**config.mk**
```make
export PLATFORM = sky130hd
export DESIGN_NAME = unsigned_key_sorter_unit
export DESIGN_NICKNAME = d
export VERILOG_FILES = /design/src/design/uks_pkg.sv /design/src/design/uks_ram.sv /design/src/design/unsigned_key_sorter_unit.sv
export SDC_FILE = /design/constraint.sdc
export NUM_CORES = 2
export LEC_CHECK = 0
export ABC_CLOCK_PERIOD_IN_PS = 6300
export BUFFER_PORTS_ARGS = -buffer_cell sky130_fd_sc_hd__buf_2
export CAP_MARGIN = 20
export CELL_PAD_IN_SITES_DETAIL_PLACEMENT = 2
export CELL_PAD_IN_SITES_GLOBAL_PLACEMENT = 2
export CORE_ASPECT_RATIO = 0.75
export CORE_UTILIZATION = 50
export DETAILED_ROUTE_END_ITERATION = 7
export HOLD_SLACK_MARGIN = 0.03
export PLACE_DENSITY = 0.79
export SLEW_MARGIN = 10
export SYNTH_ARGS = -nofsm -noshare
export SYNTH_HDL_FRONTEND = slang
export SYNTH_HIERARCHICAL = 1
export SYNTH_SLANG_ARGS = --single-unit
```
**constraint.sdc**
```tcl
create_clock -name clk -period 6.3 [get_ports clk]
set_input_delay 0.945 -clock clk [delete_from_list [all_inputs] [get_ports clk]]
set_output_delay 0.945 -clock clk [all_outputs]
set_load 0.01 [all_outputs]
```
**src/design/uks_pkg.sv**
```systemverilog
// Package with the shared constants and types of the unsigned key sorter.
`timescale 1ns / 1ps
`default_nettype none
package uks_pkg;
	localparam int MaxItems = 64;
	localparam int KeyBits = 32;
	localparam int AddrBits = $clog2(MaxItems);
	localparam int CountBits = $clog2(MaxItems + 1);

	typedef enum logic [2:0] {
		ST_LOAD,
		ST_RD_KEY,
		ST_RD_PREV,
		ST_CMP,
		ST_PLACE,
		ST_OUT_RD,
		ST_OUT_WAIT,
		ST_OUT_SEND
	} state_t;
endpackage
`default_nettype wire

```
**src/design/uks_ram.sv**
```systemverilog
// Generic single-port-write, single-port-read RAM with registered read data.
`timescale 1ns / 1ps
`default_nettype none
module uks_ram #(
	parameter int Width = 32,
	parameter int Depth = 64
) (
	input  wire logic                     clk,
	input  wire logic                     we,
	input  wire logic [$clog2(Depth)-1:0] waddr,
	input  wire logic [Width-1:0]         wdata,
	input  wire logic [$clog2(Depth)-1:0] raddr,
	output logic      [Width-1:0]         rdata
);
	logic [Width-1:0] mem [Depth];

	// Write port and registered read port.
	always_ff @(posedge clk) begin
		if (we) begin
			mem[waddr] <= wdata;
		end
		rdata <= mem[raddr];
	end
endmodule
`default_nettype wire

```
**src/design/unsigned_key_sorter_unit.sv**
```systemverilog
// Top level of the unsigned key sorter: load, in-place insertion sort, then read-out.
// Loading accepts every word and drops those beyond the store's capacity. After the
// marked word, the insertion sort reads, compares and places each key, with a further
// compare per shifted key (quadratic in the run length n, at most 64); each result is
// then read, registered and held until taken. One comparator and one read port limit
// speed. Reset clears fill count, dropped flag and state; key memory is not cleared.
`timescale 1ns / 1ps
`default_nettype none
module unsigned_key_sorter_unit
	import uks_pkg::*;
(
	input  wire logic        clk,
	input  wire logic        arst_n,
	input  wire logic        s_tvalid,
	output logic             s_tready,
	input  wire logic [31:0] s_tdata,  // key[31:0]
	input  wire logic        s_tlast,  // last
	output logic             m_tvalid,
	input  wire logic        m_tready,
	output logic      [39:0] m_tdata,  // sorted_key[31:0], overflow[32], zero fill
	output logic             m_tlast   // final_res
);
	state_t state_q, state_d;
	logic [CountBits-1:0] fill_q, fill_d;
	logic                 drop_q, drop_d;
	logic [AddrBits-1:0]  i_q, i_d;
	logic [AddrBits-1:0]  j_q, j_d;
	logic [KeyBits-1:0]   v_q, v_d;
	logic [KeyBits-1:0]   out_key_q, out_key_d;
	logic                 out_last_q, out_last_d;
	logic                 we;
	logic [AddrBits-1:0]  waddr, raddr;
	logic [KeyBits-1:0]   wdata, rdata;
	logic                 greater;

	uks_ram #(.Width(KeyBits), .Depth(MaxItems)) u_ram (
		.clk  (clk),
		.we   (we),
		.waddr(waddr),
		.wdata(wdata),
		.raddr(raddr),
		.rdata(rdata)
	);

	// The one shared comparator.
	assign greater = rdata > v_q;

	// State and counters.
	always_ff @(posedge clk or negedge arst_n) begin
		if (!arst_n) begin
			state_q <= ST_LOAD;
			fill_q  <= '0;
			drop_q  <= 1'b0;
		end else begin
			state_q <= state_d;
			fill_q  <= fill_d;
			drop_q  <= drop_d;
		end
	end

	// Working registers.
	always_ff @(posedge clk) begin
		i_q        <= i_d;
		j_q        <= j_d;
		v_q        <= v_d;
		out_key_q  <= out_key_d;
		out_last_q <= out_last_d;
	end

	// Sequencer: next state and datapath control.
	always_comb begin
		state_d    = state_q;
		fill_d     = fill_q;
		drop_d     = drop_q;
		i_d        = i_q;
		j_d        = j_q;
		v_d        = v_q;
		out_key_d  = out_key_q;
		out_last_d = out_last_q;
		we         = 1'b0;
		waddr      = j_q;
		wdata      = v_q;
		raddr      = i_q;
		s_tready   = 1'b0;
		m_tvalid   = 1'b0;
		case (state_q)
			ST_LOAD: begin
				s_tready = 1'b1;
				waddr    = fill_q[AddrBits-1:0];
				wdata    = s_tdata[KeyBits-1:0];
				if (s_tvalid) begin
					if (fill_q < CountBits'(MaxItems)) begin
						we     = 1'b1;
						fill_d = fill_q + 1'b1;
					end else begin
						drop_d = 1'b1;
					end
					if (s_tlast) begin
						i_d     = AddrBits'(1);
						state_d = ST_RD_KEY;
					end
				end
			end
			ST_RD_KEY: begin
				// Key i is read; outer loop ends once i reaches the fill count.
				raddr = i_q;
				if ({1'b0, i_q} >= fill_q || i_q == '0) begin
					i_d     = '0;
					state_d = ST_OUT_RD;
				end else begin
					j_d     = i_q;
					state_d = ST_RD_PREV;
				end
			end
			ST_RD_PREV: begin
				// rdata holds key i here on first entry; later the loop keeps v.
				if (j_q == i_q) begin
					v_d = rdata;
				end
				raddr   = j_q - 1'b1;
				state_d = ST_CMP;
			end
			ST_CMP: begin
				// Shift the previous key up while it exceeds v.
				if (greater) begin
					we    = 1'b1;
					waddr = j_q;
					wdata = rdata;
					j_d   = j_q - 1'b1;
					if (j_q == AddrBits'(1)) begin
						state_d = ST_PLACE;
					end else begin
						raddr   = j_q - AddrBits'(2);
						state_d = ST_CMP;
					end
				end else begin
					state_d = ST_PLACE;
				end
			end
			ST_PLACE: begin
				we    = 1'b1;
				waddr = j_q;
				wdata = v_q;
				raddr = i_q + 1'b1;
				i_d   = i_q + 1'b1;
				if (i_q == AddrBits'(MaxItems - 1)) begin
					i_d     = '0;
					state_d = ST_OUT_RD;
				end else begin
					state_d = ST_RD_KEY;
				end
			end
			ST_OUT_RD: begin
				raddr   = i_q;
				state_d = ST_OUT_WAIT;
			end
			ST_OUT_WAIT: begin
				out_key_d  = rdata;
				out_last_d = ({1'b0, i_q} + 1'b1) == fill_q;
				state_d    = ST_OUT_SEND;
			end
			ST_OUT_SEND: begin
				m_tvalid = 1'b1;
				if (m_tready) begin
					if (out_last_q) begin
						fill_d  = '0;
						drop_d  = 1'b0;
						state_d = ST_LOAD;
					end else begin
						i_d     = i_q + 1'b1;
						state_d = ST_OUT_RD;
					end
				end
			end
			default: state_d = ST_LOAD;
		endcase
	end

	assign m_tdata = {7'b0, drop_q, out_key_q};
	assign m_tlast = out_last_q;

`ifndef NO_ASSERTIONS
	// The fill count never exceeds the capacity.
	assert property (@(posedge clk) disable iff (!arst_n) fill_q <= CountBits'(MaxItems))
		else $error("fill count above capacity");
	// Input and output are never open at the same time.
	assert property (@(posedge clk) disable iff (!arst_n) !(s_tready && m_tvalid))
		else $error("input and output both active");
	// The final word returns the block to loading with an empty store.
	assert property (@(posedge clk) disable iff (!arst_n)
		m_tvalid && m_tready && m_tlast |=> state_q == ST_LOAD && fill_q == '0)
		else $error("run not cleared after final word");
`endif
endmodule
`default_nettype wire

```
==> summary.txt <==
Outcome
  • Status: complete, but fails checks
  • Failing checks: negative setup slack

Floorplanning
  • Die area: 0.1695 mm2
  • Starting density of the core: 50.64%
  • Die height: 356.8 um
  • FP Rows: 129
  • Core area: 0.1658 mm2
  • I/O pin count: 80
  • Die Wd: 475.1 um

GRT
  • Largest net degree at the start of global routing: 81
  • Initial antenna violation count: 28
  • First-pass GRT wire length: 455800 um
  • Grt ovf: 0
  • Vias in the first global route: 49505
  • Tot GR Track Use: 40.49%

Yosys
  • Mean post-synth cell area: 21.71 um2
  • Biggest area consumer among synthesized cells: edfxtp_1
  • Synth Register Bits: 2168
  • Top cell type's share of synthesized area: 76.02%
  • EDFF count, synth: 2125
  • Synth async-reset ratio: 0.5074%
  • Post-Syn Instances: 3866
  • Post-Syn Area: 0.08394 mm2
  • Top_reg_cell synth: edfxtp_1
  • Ys Warns: 6
  • Post-synthesis sequential area ratio: 77.11%
  • Number of distinct library cells after synthesis: 62
  • Largest cells by area after synthesis: edfxtp_1, mux4_2, mux2i_1

STA
  • Fin. Hold Viols: 0
  • Final setup violation count: 7
  • Slew Viols, Final: 0
  • Final WS setup: -0.1567 ns
  • Slew @ Worst Pin: 1.299 ns
  • Fin Clk Skew: 0.04760 ns
  • Final Cycle Share: 102.5%
  • Fmax: 0.1549 GHz
  • Max_slew headroom: 13.39%
  • Final period demand of the worst path: 6.457 ns

Setup path
  • CP arrival: 7.23 ns
  • Crit path launch type: flip-flop
  • CP max FO: 22
  • Critical Path RT: 7.08 ns
  • R2r setup slk: -0.16 ns
  • Crit path capture type: flip-flop
  • Setup CP Type: reg -> reg

Layout
  • Fillers: 13226
  • Share of layout cells above drive strength 1: 29.33%
  • End-of-flow core utilization: 57.95%
  • Nets: 4271
  • P&R area growth vs syn: 14.44%
  • Final Non-Filler Cells: 6602

Placed design
  • Dpl hpwl: 191800 um
  • Placed instance count: 6204
  • PortBufs: 72
  • Placer's final routability congestion estimate: 0.8323

Drt
  • Detailed router's first-iteration violation count: 8992
  • Total number of vias: 48894
  • Vias per Instance: 7.406
  • Drc violations: 0
  • DR WL/cell: 53.01 um
  • ANT nets after route: 0
  • Total wire length: 349900 um
  • Drt pass-1 iters: 6

Clock network
  • Root Buffer: clkbuf_16
  • Num CTS Buffers: 203
  • Sink Count: 2168
  • Htree depth: 4
  • CTS clk-pin slew, worst paths: 0.07 ns
  • CTS tree: done
  • Worst skew pair latency: 0.89 ns
  • Max clock buf depth: 3

Hold path
  • Worst hold path type: in -> reg

Job
  • Max cap viols: 0
==> Yosys cell counts, types with 5 or more instances <==
cell type / number
xnor2_1: 20
nor2b_1: 20
o311ai_0: 5
inv_1: 48
buf_4: 33
dfrtp_1: 11
nand3b_1: 6
o221ai_1: 27
mux4_2: 544
buf_2: 62
ha_1: 45
nand2_1: 62
a22oi_1: 13
o21ai_0: 37
nand3_1: 29
a221o_1: 22
nor3_1: 31
or3_1: 7
mux2i_1: 93
buf_1: 22
o22ai_1: 103
buf_6: 6
dfxtp_1: 32
a21o_1: 5
edfxtp_1: 2125
clkbuf_1: 102
and3_1: 9
nand2b_1: 12
nor2_1: 159
a311oi_1: 8
nand4_1: 11
a21oi_1: 95
==> kinds of logic after synthesis <==
logic type / share of synthesized area (%)
other: 0.004467
adders and majority gates: 0.6708
muxes: 15.70
and+or+nand+nor: 2.024
buffers and inverters: 1.519
AOI/OAI and AO/OA: 2.717
xor gates and xnor gates: 0.2504
DFF: 77.11
==> metal layers <==
metal | global-route usage, % | share of wire (%) | routed length, um | up-vias
met1 | 50.08 | 33 | 115600 | 26295
met4 | 20.82 | 6.7 | 23410 | 10
met3 | 8.765 | 11 | 39100 | 1092
li1 | - | - | - | 16925
met5 | 0 | 0.018 | 62 | -
met2 | 67.58 | 49 | 171800 | 4572
==> metrics by stage <==
step	instance area (um2)	TNS, ns	setup slack, ns	hold WS, ns
2_1_floorplan	83960	0	1.368	0.4256
3_3_place_gp	89350	0	0.4921	0.4628
3_5_place_dp	89370	0	0.1465	0.4757
4_1_cts	95880	0	0.03033	0.4309
5_1_grt	96030	-0.02922	-0.02922	0.5027
6_report	96060	-0.4321	-0.1567	0.4930
==> layout make-up <==
type	count	area [um2]	area share [%]
Inverter	49	183.9	0.1915
Clock buffer	263	5428	5.650
Multi-Input combinational cell	1430	18730	19.50
Antenna cell	17	42.54	0.04429
Clock inverter	111	1049	1.092
Sequential cell	2168	64730	67.38
Timing Repair Buffer	337	3110	3.238
Tap cell	2227	2786	2.901
==> flip-flops by register name, indices dropped and copies added (netlist names) <==
name	count
u_ram/mem	2048
out_key_q	32
u_ram/rdata	32
state_q	3
v_q	32
m_tlast	1
fill_q	7
drop_q	1
i_q	6
j_q	6
==> critical path: stages (launching register included) <==
cell and delay [ns]:
edfxtp_1 0.36, inv_1 0.12, ha_1 0.42, nand4_1 0.33, nor4_1 0.56, and2b_1 0.29, o31a_1 0.28, o21ai_2 0.21
buf_4 0.25, nor3_1 0.38, a311o_2 0.92, or3b_1 0.66, o221ai_1 0.29, a21oi_1 0.71, a21oi_1 0.22, nor2_1 0.28
==> repair_timing <==
action,in CTS,in global routing
resized for setup,1,7
hold buffers,1,0
hold endpoints to repair,11,0
setup buffers,3,0
setup endpoints to repair,13,9
==> final timing paths <==
kind | depth (start not counted) | end | startpoint
setup / recovery | 15 | u_ram/rdata[25]$_DFF_P_ | v_q[27]$_DFFE_PP_
hold / removal | 3 | fill_q[6]$_DFFE_PN0P_ | m_tready
setup reg to reg | 15 | u_ram/rdata[25]$_DFF_P_ | v_q[27]$_DFFE_PP_
hold reg to reg | 1 | fill_q[5]$_DFFE_PN0P_ | fill_q[5]$_DFFE_PN0P_
max in group asynchronous | 2 | fill_q[4]$_DFFE_PN0P_ | arst_n
min in group asynchronous | 2 | state_q[0]$_DFFE_PN0P_ | arst_n
==> placed cells by master, fill, tap and decap left out, types with 72 or more instances in the layout <==
cell	netlist	final
nor2_1	159	96
o22ai_1	103	102
mux2i_1	93	93
a21oi_1	95	81
buf_4	33	204
edfxtp_1	2125	2125
mux4_2	544	544
buf_2	62	72
clkbuf_16	0	205
Power is left out: the tool's default activity adds up to more than one toggle a clock period on the data nets, which glitch-free logic cannot reach.
